[src/jvq_pkg.sv]
package jvq_pkg;

    // Default sizes of the block.
    localparam int MAX_PERSONS_DEF = 8;
    localparam int JOINT_COUNT_DEF = 20;
    localparam int LEVEL_BITS_DEF  = 16;

    // Fixed widths of the port fields.
    localparam int CMD_W         = 2;
    localparam int SLOT_W        = 3;
    localparam int JOINT_W       = 5;
    localparam int FIELD_LEVEL_W = 16;
    localparam int CLASS_W       = 2;
    localparam int CFG_INDEX_W   = 2;
    localparam int CFG_DATA_W    = 16;

    typedef logic [CMD_W-1:0]       command_t;
    typedef logic [CLASS_W-1:0]     class_t;
    typedef logic [CFG_INDEX_W-1:0] cfg_index_t;

    // Command codes.
    localparam command_t CMD_SAMPLE    = 2'd0;
    localparam command_t CMD_FORGET    = 2'd1;
    localparam command_t CMD_RESET_ALL = 2'd2;

    // Joint classes.
    localparam class_t CLASS_NOT_TRACKED = 2'd0;
    localparam class_t CLASS_INFERRED    = 2'd1;
    localparam class_t CLASS_TRACKED     = 2'd2;

    // Configuration register indexes.
    localparam cfg_index_t CFG_TRACKED_LEVEL  = 2'd0;
    localparam cfg_index_t CFG_INFERRED_LEVEL = 2'd1;
    localparam cfg_index_t CFG_SMOOTHING_GAIN = 2'd2;

    // Reset values of the configuration registers (Q0.16; 0.4 for the gain).
    localparam int TRACKED_LEVEL_RST  = 32768;
    localparam int INFERRED_LEVEL_RST = 19661;
    localparam int SMOOTHING_GAIN_RST = 26214;

endpackage

[src/joint_visibility_qualifier_core.sv]
// Joint visibility qualifier. Each joint sample (command sample) carries a visibility level
// in unsigned Q0.LEVEL_BITS for one joint of one tracked person. On the first frame of a
// person the sample loads that joint's moving average and is classified directly as tracked,
// inferred or not tracked against tracked_level and inferred_level. On later frames the
// average moves toward the sample by smoothing_gain (rounded half up), and the stored class
// changes only when both the class of the old average and the class of the new one differ
// from it; the result transfer carries the new class and the new average. A person becomes
// valid after a sample with frame_last set; forget clears one person, reset all clears every
// person, and neither gives a result. Samples for a slot or joint beyond the configured
// sizes, and the unused command code, are accepted and dropped. The block takes one item per
// clock cycle, back to back. The averages and classes live in two memories with registered
// reads; each sample reads its entry when it is taken, updates it in stage 1 and writes it
// back from stage 2, and results from the two later stages are forwarded so that samples for
// the same joint may follow each other in consecutive cycles. The input is stalled only while
// a finished result is held at the output by a stall. There is no clearing pass after reset:
// an entry is written only when its joint is sampled, so a joint left out of a person's first
// frame may read an unwritten entry on later frames. Configuration registers are written through
// a plain write port and may only be changed while the block is idle.
module joint_visibility_qualifier_core
    import jvq_pkg::*;
#(
    parameter int MAX_PERSONS = MAX_PERSONS_DEF,
    parameter int JOINT_COUNT = JOINT_COUNT_DEF,
    parameter int LEVEL_BITS  = LEVEL_BITS_DEF
)
(
    input  logic                     clk,
    input  logic                     rst_n,

    // Input channel.
    input  logic                     in_valid,
    output logic                     in_stall,
    input  command_t                 command,
    input  logic [SLOT_W-1:0]        person_slot,
    input  logic [JOINT_W-1:0]       joint_index,
    input  logic [FIELD_LEVEL_W-1:0] sample_level,
    input  logic                     frame_last,

    // Result channel.
    output logic                     out_valid,
    input  logic                     out_stall,
    output class_t                   joint_class,
    output logic [FIELD_LEVEL_W-1:0] smoothed_level,

    // Configuration write port.
    input  logic                     cfg_write_en,
    input  cfg_index_t               cfg_index,
    input  logic [CFG_DATA_W-1:0]    cfg_data
);

    localparam int ENTRY_COUNT = MAX_PERSONS * JOINT_COUNT;
    localparam int ADDR_W      = (ENTRY_COUNT > 1) ? $clog2(ENTRY_COUNT) : 1;
    localparam int PROD_W      = 2 * LEVEL_BITS + 2;

    typedef logic [LEVEL_BITS-1:0] level_t;
    typedef logic [ADDR_W-1:0]     addr_t;

    // Rounding constant: one half in the fractional part of the product.
    localparam logic [PROD_W-1:0] ROUND_HALF =
        {{(LEVEL_BITS + 2){1'b0}}, 1'b1, {(LEVEL_BITS - 1){1'b0}}};

    function automatic class_t classify(input level_t level, input level_t trk,
                                        input level_t inf);
        class_t c;
        if (level >= trk)
            c = CLASS_TRACKED;
        else if (level >= inf)
            c = CLASS_INFERRED;
        else
            c = CLASS_NOT_TRACKED;
        return c;
    endfunction

    // ------------------------------------------------------------------
    // Configuration registers.
    // ------------------------------------------------------------------
    level_t tracked_level_reg;
    level_t inferred_level_reg;
    level_t smoothing_gain_reg;

    always_ff @(posedge clk or negedge rst_n)
    begin
        if (!rst_n)
        begin
            tracked_level_reg  <= level_t'(TRACKED_LEVEL_RST);
            inferred_level_reg <= level_t'(INFERRED_LEVEL_RST);
            smoothing_gain_reg <= level_t'(SMOOTHING_GAIN_RST);
        end
        else if (cfg_write_en)
        begin
            case (cfg_index)
                CFG_TRACKED_LEVEL:  tracked_level_reg  <= level_t'(cfg_data);
                CFG_INFERRED_LEVEL: inferred_level_reg <= level_t'(cfg_data);
                CFG_SMOOTHING_GAIN: smoothing_gain_reg <= level_t'(cfg_data);
                default:            ;
            endcase
        end
    end

    // ------------------------------------------------------------------
    // Flow control. The whole pipeline moves together; it halts only while
    // the output register holds a result that the far side is stalling.
    // ------------------------------------------------------------------
    logic advance;
    logic in_accept;
    logic out_valid_reg;

    assign advance   = !out_valid_reg || !out_stall;
    assign in_stall  = !advance;
    assign in_accept = in_valid && advance;

    // ------------------------------------------------------------------
    // Accept stage: decode, person validity and the memory read address.
    // ------------------------------------------------------------------
    logic                   slot_ok;
    logic                   joint_ok;
    logic                   sample_take;
    logic                   slot_valid;
    addr_t                  rd_addr;
    logic [MAX_PERSONS-1:0] person_valid_reg;
    logic [MAX_PERSONS-1:0] person_valid_next;

    assign slot_ok     = int'(person_slot) < MAX_PERSONS;
    assign joint_ok    = int'(joint_index) < JOINT_COUNT;
    assign sample_take = in_accept && slot_ok && joint_ok && (command == CMD_SAMPLE);
    assign rd_addr     = addr_t'(int'(person_slot) * JOINT_COUNT + int'(joint_index));

    always_comb
    begin
        slot_valid = 1'b0;
        for (int p = 0; p < MAX_PERSONS; p++)
        begin
            if (int'(person_slot) == p)
                slot_valid = person_valid_reg[p];
        end
    end

    // A sample sees the validity from before its own frame_last takes effect.
    always_comb
    begin
        person_valid_next = person_valid_reg;
        if (in_accept && slot_ok)
        begin
            case (command)
                CMD_SAMPLE:
                begin
                    for (int p = 0; p < MAX_PERSONS; p++)
                    begin
                        if (joint_ok && frame_last && int'(person_slot) == p)
                            person_valid_next[p] = 1'b1;
                    end
                end
                CMD_FORGET:
                begin
                    for (int p = 0; p < MAX_PERSONS; p++)
                    begin
                        if (int'(person_slot) == p)
                            person_valid_next[p] = 1'b0;
                    end
                end
                CMD_RESET_ALL:
                    person_valid_next = '0;
                default:
                    ;
            endcase
        end
    end

    always_ff @(posedge clk or negedge rst_n)
    begin
        if (!rst_n)
            person_valid_reg <= '0;
        else
            person_valid_reg <= person_valid_next;
    end

    // ------------------------------------------------------------------
    // State memories: moving averages and held classes, one entry per
    // person and joint. Written by the write-back stage, read at accept.
    // ------------------------------------------------------------------
    level_t avg_mem   [ENTRY_COUNT];
    class_t class_mem [ENTRY_COUNT];

    level_t mem_avg_reg;
    class_t mem_class_reg;

    logic   s2_valid_reg;
    addr_t  s2_addr_reg;
    level_t s2_avg_reg;
    class_t s2_class_next;
    logic   wr_en;

    assign wr_en = advance && s2_valid_reg;

    always_ff @(posedge clk)
    begin
        if (wr_en)
        begin
            avg_mem[s2_addr_reg]   <= s2_avg_reg;
            class_mem[s2_addr_reg] <= s2_class_next;
        end
        if (advance)
        begin
            mem_avg_reg   <= avg_mem[rd_addr];
            mem_class_reg <= class_mem[rd_addr];
        end
    end

    // ------------------------------------------------------------------
    // Stage 1: the memory data is available. Forward from the write-back
    // stage and from the last write, then update the average.
    // ------------------------------------------------------------------
    logic   s1_valid_reg;
    addr_t  s1_addr_reg;
    level_t s1_sample_reg;
    logic   s1_first_reg;

    always_ff @(posedge clk or negedge rst_n)
    begin
        if (!rst_n)
            s1_valid_reg <= 1'b0;
        else if (advance)
            s1_valid_reg <= sample_take;
    end

    always_ff @(posedge clk)
    begin
        if (advance && sample_take)
        begin
            s1_addr_reg   <= rd_addr;
            s1_sample_reg <= level_t'(sample_level);
            s1_first_reg  <= !slot_valid;
        end
    end

    // Record of the most recent write, which the read issued in the same
    // cycle could not yet see.
    logic   wr_valid_reg;
    addr_t  wr_addr_reg;
    level_t wr_avg_reg;
    class_t wr_class_reg;

    always_ff @(posedge clk or negedge rst_n)
    begin
        if (!rst_n)
            wr_valid_reg <= 1'b0;
        else if (wr_en)
            wr_valid_reg <= 1'b1;
    end

    always_ff @(posedge clk)
    begin
        if (wr_en)
        begin
            wr_addr_reg  <= s2_addr_reg;
            wr_avg_reg   <= s2_avg_reg;
            wr_class_reg <= s2_class_next;
        end
    end

    logic                     hit_s2;
    logic                     hit_wr;
    level_t                   old_avg;
    class_t                   held_class;
    logic signed [LEVEL_BITS:0] level_diff;
    logic signed [LEVEL_BITS:0] gain_signed;
    logic signed [PROD_W-1:0] gain_product;
    logic [PROD_W-1:0]        avg_sum;
    level_t                   s2_avg_next;
    class_t                   s2_before_next;

    assign hit_s2 = s2_valid_reg && (s2_addr_reg == s1_addr_reg);
    assign hit_wr = wr_valid_reg && (wr_addr_reg == s1_addr_reg);

    always_comb
    begin
        if (hit_s2)
        begin
            old_avg    = s2_avg_reg;
            held_class = s2_class_next;
        end
        else if (hit_wr)
        begin
            old_avg    = wr_avg_reg;
            held_class = wr_class_reg;
        end
        else
        begin
            old_avg    = mem_avg_reg;
            held_class = mem_class_reg;
        end
    end

    // old*(1-g) + sample*g is computed as old + (sample-old)*g, so a single
    // signed multiplier does the work. The exact result stays in range.
    assign level_diff   = $signed({1'b0, s1_sample_reg}) - $signed({1'b0, old_avg});
    assign gain_signed  = $signed({1'b0, smoothing_gain_reg});
    assign gain_product = level_diff * gain_signed;
    assign avg_sum      = {2'b00, old_avg, {LEVEL_BITS{1'b0}}} + $unsigned(gain_product)
                          + ROUND_HALF;

    assign s2_avg_next    = s1_first_reg ? s1_sample_reg : avg_sum[2*LEVEL_BITS-1:LEVEL_BITS];
    assign s2_before_next = classify(old_avg, tracked_level_reg, inferred_level_reg);

    // ------------------------------------------------------------------
    // Stage 2: classify the new average, apply hysteresis, write back.
    // ------------------------------------------------------------------
    class_t s2_before_reg;
    class_t s2_held_reg;
    logic   s2_first_reg;
    class_t after_class;

    always_ff @(posedge clk or negedge rst_n)
    begin
        if (!rst_n)
            s2_valid_reg <= 1'b0;
        else if (advance)
            s2_valid_reg <= s1_valid_reg;
    end

    always_ff @(posedge clk)
    begin
        if (advance && s1_valid_reg)
        begin
            s2_addr_reg   <= s1_addr_reg;
            s2_avg_reg    <= s2_avg_next;
            s2_before_reg <= s2_before_next;
            s2_held_reg   <= held_class;
            s2_first_reg  <= s1_first_reg;
        end
    end

    assign after_class = classify(s2_avg_reg, tracked_level_reg, inferred_level_reg);

    // The held class moves only when the old and the new average both
    // disagree with it; the first frame takes the new class outright.
    always_comb
    begin
        if (s2_first_reg)
            s2_class_next = after_class;
        else if ((after_class != s2_held_reg) && (s2_before_reg != s2_held_reg))
            s2_class_next = after_class;
        else
            s2_class_next = s2_held_reg;
    end

    // ------------------------------------------------------------------
    // Output register.
    // ------------------------------------------------------------------
    class_t                   joint_class_reg;
    logic [FIELD_LEVEL_W-1:0] smoothed_level_reg;

    always_ff @(posedge clk or negedge rst_n)
    begin
        if (!rst_n)
            out_valid_reg <= 1'b0;
        else if (advance)
            out_valid_reg <= s2_valid_reg;
    end

    always_ff @(posedge clk)
    begin
        if (wr_en)
        begin
            joint_class_reg    <= s2_class_next;
            smoothed_level_reg <= FIELD_LEVEL_W'(s2_avg_reg);
        end
    end

    assign out_valid      = out_valid_reg;
    assign joint_class    = joint_class_reg;
    assign smoothed_level = smoothed_level_reg;

endmodule

[config.mk]
export PLATFORM = sky130hd
export DESIGN_NAME = joint_visibility_qualifier_core
export DESIGN_NICKNAME = d
export VERILOG_FILES = /design/src/jvq_pkg.sv /design/src/joint_visibility_qualifier_core.sv
export SDC_FILE = /design/constraint.sdc
export NUM_CORES = 2
export LEC_CHECK = 0
export ABC_CLOCK_PERIOD_IN_PS = 25900
export BUFFER_PORTS_ARGS = -buffer_cell sky130_fd_sc_hd__buf_2
export CAP_MARGIN = 20
export CORE_MARGIN = 3
export CORE_UTILIZATION = 50
export DETAILED_ROUTE_END_ITERATION = 10
export GPL_ROUTABILITY_DRIVEN = 0
export PLACE_DENSITY_LB_ADDON = 0.15
export SYNTH_ARGS = -nofsm -noshare
export SYNTH_HDL_FRONTEND = slang
export SYNTH_SLANG_ARGS = --single-unit
[constraint.sdc]
create_clock -name clk -period 25.9 [get_ports clk]
set_input_delay 5.18 -clock clk [delete_from_list [all_inputs] [get_ports clk]]
set_output_delay 5.18 -clock clk [all_outputs]
set_load 0.01 [all_outputs]
# [After elaboration in Yosys (flattened, before gate mapping)]
# Memory sizes are Yosys's and may differ from the RTL's. A register that Yosys moved wholly into a read port is not among the register bits.
# Cells that the tools add are included.
[word_totals] mem_bits_ro=0 latch_bits=0 mem_bits_rw=2880 ff_bits=140 out_inout_bits=20 memories=2
[memory_table] memory="avg_mem" depth=160 word_bits=16 read_ports=1 rd_clocked_by_memory_dff=1 write_ports=1 line="joint_visibility_qualifier_core.sv:181" source="level_t avg_mem [ENTRY_COUNT];"
[memory_table] memory="class_mem" depth=160 word_bits=2 read_ports=1 rd_clocked_by_memory_dff=1 write_ports=1 line="joint_visibility_qualifier_core.sv:182" source="class_t class_mem [ENTRY_COUNT];"
[classes] n_lt_le_gt_ge=5 n_mul=2 reduce_logical=38 n_addsub=4 mux=37 n_shift=0 div_mod_pow=0 bitwise_logic=0 n_eq_ne=31
[op_table] cell="16-bit greater-or-equal comparator" count=4
[op_table] cell="16-bit two-way mux" count=3
[op_table] cell="32-bit by 16-bit adder with 32-bit output (second input constant)" count=1
[op_table] cell="32-bit adder" count=1
[op_table] cell="17-bit by 17-bit multiplier with 32-bit output" count=1
[op_table] cell="4-bit AND reduction" count=8
[op_table] cell="1-bit two-way mux" count=28
[op_table] cell="8-bit case mux with 3 select lines" count=1
[op_table] cell="1-bit logical AND" count=18
[op_table] cell="16-bit by 16-bit subtractor with 17-bit output" count=1
[op_table] cell="8-bit == test" count=2
[op_table] cell="2-bit by 1-bit != test with 1-bit output (second input constant)" count=8
[op_table] cell="2-bit != test (second input constant)" count=8
[op_table] cell="3-bit == test (second input constant)" count=4
[op_table] cell="2-bit two-way mux" count=5
[op_table] cell="8-bit by 5-bit adder with 8-bit output" count=1
[op_table] cell="3-bit by 2-bit == test with 1-bit output (second input constant)" count=2
[op_table] cell="3-bit by 3-bit multiplier with 6-bit output (second input constant)" count=1
[op_table] cell="2-bit AND reduction" count=3
[op_table] cell="5-bit < comparator (second input constant)" count=1
[op_table] cell="2-bit by 1-bit == test with 1-bit output (second input constant)" count=2
[op_table] cell="2-bit == test (second input constant)" count=2
[op_table] cell="1-bit zero test" count=4
[op_table] cell="2-bit zero test" count=2
[op_table] cell="other kinds (5)" count=6

# [Logic depth before layout (Yosys ltp)]
[depth] depth_word=10 depth_mapped=43

# [Worst setup path before layout]
# OpenSTA, ideal clock, no wires.
[synth_path] kind="register to register" from="register s2_avg_reg[0]" to="memory class_mem[0][0] in the netlist's numbering, data pin" arrival_time_ps=10532 n_path_buf=0 stages_incl_launch_ff=14 t_required_ps=24448 synth_period_minus_slack_ps=11984 setup_slack_ps=13916 cell_sequence="edfxtp_1 -> inv_1 -> ha_1 -> nand2b_1 -> a21o_1 -> a21o_1 -> a21o_1 -> a21o_1 -> a21o_1 -> a21o_1 -> a21oi_1 -> a2bb2oi_1 -> a21oi_1 -> o21ai_0"
[synth_between] elab_chain_cells=7
[synth_rtl] element="start: declaration" line="joint_visibility_qualifier_core.sv:189" source="level_t s2_avg_reg;"
[synth_rtl] element="start signal: assignment" line="joint_visibility_qualifier_core.sv:326" source="s2_avg_reg <= s2_avg_next;"
[synth_rtl] element="16-bit greater-or-equal comparator" line="joint_visibility_qualifier_core.sv:67" source="else if (level >= inf)"
[synth_rtl] element="1-bit two-way mux" line="joint_visibility_qualifier_core.sv:67"
[synth_rtl] element="2-bit two-way mux (*)" line="joint_visibility_qualifier_core.sv:65" source="if (level >= trk)"
[synth_rtl] element="2-bit != test" line="joint_visibility_qualifier_core.sv:341" source="else if ((after_class != s2_held_reg) && (s2_before_reg != s2_held_reg))"
[synth_rtl] element="1-bit logical AND" line="joint_visibility_qualifier_core.sv:341"
[synth_rtl] element="2-bit two-way mux" line="joint_visibility_qualifier_core.sv:341"
[synth_rtl] element="2-bit two-way mux (*)" line="joint_visibility_qualifier_core.sv:339" source="if (s2_first_reg)"
[synth_rtl] element="via s2_class_next[0]" line="joint_visibility_qualifier_core.sv:190" source="class_t s2_class_next;"
[synth_rtl] element="end: declaration" line="joint_visibility_qualifier_core.sv:182"
# Mark *: on every way through the listed nets, which the timed path passes. The rest lies on a longest branch.

# [Worst setup path in the final report]
[layout_path] from="input port out_stall" to="output port in_stall"
[layout_between] elab_chain_cells=3
[layout_rtl] element="start: declaration" line="joint_visibility_qualifier_core.sv:41" source="input logic out_stall,"
[layout_rtl] element="1-bit zero test" line="joint_visibility_qualifier_core.sv:108" source="assign advance = !out_valid_reg || !out_stall;"
[layout_rtl] element="1-bit logical OR" line="joint_visibility_qualifier_core.sv:108"
[layout_rtl] element="1-bit zero test" line="joint_visibility_qualifier_core.sv:109" source="assign in_stall = !advance;"
[layout_rtl] element="end: declaration" line="joint_visibility_qualifier_core.sv:32" source="output logic in_stall,"
# Every way passes these cells.

==> reports/metrics.yaml <==
die_area_um2: 265000
end_kind: "output port"
placed_area_um2: 135000
met2WireLength_um: 159000
hold_viol_final: 0
grt_max_degree: 165
cp_max_fo: 24
io_pins: 70
cts_setup_buffers: 0
start_util_pct: 50.6
yosys-top-cells-area: "edfxtp_1, mux4_2, fa_1, ha_1, inv_1"
dr.pass1.iters: 6
ys.flop_type: "edfxtp_1"
grt_pass1_vias: 65000
netlist_instances: 6252
async_flop_share_pct: 1.97
viasPerCell: 6.16
finalInstanceArea_um2: 145000
min_path_type: "flop to flop"
core.rowCount: 185
cp_cell_sequence: "buf_2, nand2_1, buf_4, inv_1, buf_2"
dieHeight_um: 514
critPathMostFrequentCell: "buf_2"
h-tree-depth: 5
clkSinkCount: 3038
largest_reg_flops: 2560
max_freq_mhz: 88.1
drive_gt1_share_pct: 28.0
die_width_um: 514
synth_edf_count: 2978
clock_latency_ps: 890
slowest_delay_ps: 470
core_um2: 256000
gr-total-overflow: 0
worst_pin_slew_ps: 1140
timing.hold.ws_ps: 473
yosys.cell_types.count: 74
wl_per_cell_um: 32.4
clk_pin_slew_ps: 50
port_buffers: 69
cts_root_buffer: "clkbuf_16"
critPathKind: "input pin to output port"
report.final.slew_viol_count: 0
clockBufferDepth: 4
max_slew_margin_pct: 24.2
critPathSlowestCell: "buf_4"
period_minus_slack_ps: 11350
drtAntennaViolNets: 0
setup_viol: 0
synth-seq-cells: 3038
met3_length_um: 27000
grt_pass1_wl_um: 478000
vias: 63000
tns_ps: 0
status: "finished clean"
post_cts_resized: 0
drc: 0
nets: 7126
synth_sequential_area_ratio_pct: 70.4
grt_usage_pct: 25.4
cts_hold_buf: 0
antenna_found_initial: 18
area_delta_synth_final_pct: 12.5
drt_wl_total_um: 332000
syn-cell-area_um2: 129000
synth_nets: 6763
ys.warnings.count: 0
cts_tree: "done"
start_kind: "input pin"
fin_crit_sh_pct: 43.8
rsz0062_at_grt: "false"
yosysTopAreaCellShare_pct: 69.2
max_cap_viol_count: 0
cts_made_buffers: 323
top_layer_used: "met5"
fin_skew_ps: 64.8
synth_area_leader_cell: "edfxtp_1"
crit_arrival_ps: 6170
critPathRequiredTime_ps: 20720
place_hpwl_um: 196000
drt_iter0_markers: 7765
regMostFlops: "avg_mem"
m1WireLength_um: 133000
avgSynthCellArea_um2: 20.7
reg_top3: "avg_mem: 2560 flops, class_mem: 320 flops"
-- synthesized netlist by cell type (3+ instances only) --
cell type / number
and3_1: 8
nand3_1: 17
nor2_1: 190
o21a_1: 11
and2_1: 124
mux2i_1: 31
ha_1: 174
a21o_1: 42
nand4_1: 12
edfxtp_1: 2978
o21bai_1: 5
buf_1: 72
dfstp_2: 17
fa_1: 287
buf_2: 9
clkbuf_1: 200
xnor2_1: 56
a31o_2: 5
xor2_1: 16
o31ai_1: 11
nor2b_1: 86
mux4_2: 936
o21ai_0: 67
a21boi_0: 3
nor3b_1: 6
nand2b_1: 30
a211oi_1: 22
dfrtp_1: 43
a311oi_1: 5
a31oi_1: 9
nand2_1: 166
o2111ai_1: 3
nor4_1: 6
a21oi_1: 61
o22ai_1: 3
nor3_1: 12
inv_1: 448
maj3_1: 3
mux2_2: 36
-- path summary, 6_finish.rpt --
kind	start	end	slack [ps]	depth (start not counted)
min in group asynchronous	rst_n	smoothing_gain_reg[11]	4500	2
setup / recovery	out_stall	in_stall	14550	5
hold / removal	s1_valid_reg	s1_valid_reg	470	1
hold reg to reg	s1_valid_reg	s1_valid_reg	470	1
max in group asynchronous	rst_n	smoothing_gain_reg[3]	20720	2
setup reg to reg	s1_addr_reg[4]	s2_avg_reg[15]	14610	38
-- through the flow --
step                utilization, %  setup WS, ps  std cells
floorplan                        -         13920       6252
global placement              52.9         14560       9646
detailed placement            53.0         14520       9652
CTS                           56.8         14580      10200
global route                  56.9         13890      10200
finish                        56.9         14550      10200
-- area by class of cell --
cell class                 count  area (um^2)
tap                         3366         4210
sequential                  3038        90900
inverter                     448         1680
clock inverter               168         1360
multi-input combinational   2481        36200
timing repair buffer         323         2410
fill                       19000       110000
antenna                       10         25.0
clock buffer                 395         8520
-- layer usage --
layer	vias to the layer above	global-route usage (%)
li1	25700	-
met1	34200	36.4
met2	2597	40.0
met3	551	4.56
met4	8	8.49
met5	-	0
-- logic make-up (layout without fill, tap and decap cells) --
| group | Yosys count | count (layout) | share of synthesized area (%) |
|---|---|---|---|
| and+or+nand+nor | 672 | 672 | 2.58 |
| muxes | 1003 | 1003 | 16.9 |
| xor gates and xnor gates | 74 | 74 | 0.513 |
| buffers and inverters | 733 | 1334 | 2.15 |
| other | 0 | 10 | 0 |
| AOI/OAI and AO/OA | 267 | 267 | 1.33 |
| DFF | 3038 | 3038 | 70.4 |
| adders and majority gates | 465 | 465 | 6.16 |
-- worst max-delay path, delay by kind of cell --
| family | cells | cell delay [ps] |
|---|---|---|
| buffers and inverters | 4 | 930 |
| and+or+nand+nor | 1 | 50 |
-- cell usage in the layout (no fill, tap or decap), types with 10 or more instances in the layout --
cell	count
nand2b_1	30
clkinv_2	59
clkbuf_16	331
nor2_2	96
xnor2_1	53
edfxtp_1	2978
nand2_1	162
nor2_1	60
inv_1	448
clkinv_1	67
clkbuf_1	64
a21o_1	42
nor2_4	34
dfstp_2	17
buf_4	241
xor2_1	13
a21oi_1	61
buf_2	67
o31ai_1	11
diode_2	10
ha_1	173
fa_1	286
a211oi_1	20
mux2i_1	31
nor2b_1	86
nand3_1	15
mux2_2	36
o21ai_0	66
dfrtp_1	43
o21a_1	11
nand4_1	12
bufinv_16	18
mux4_2	936
and2_1	124
Power is left out: the tool's default activity adds up to more than one toggle a clock period on the data nets, which glitch-free logic cannot reach.
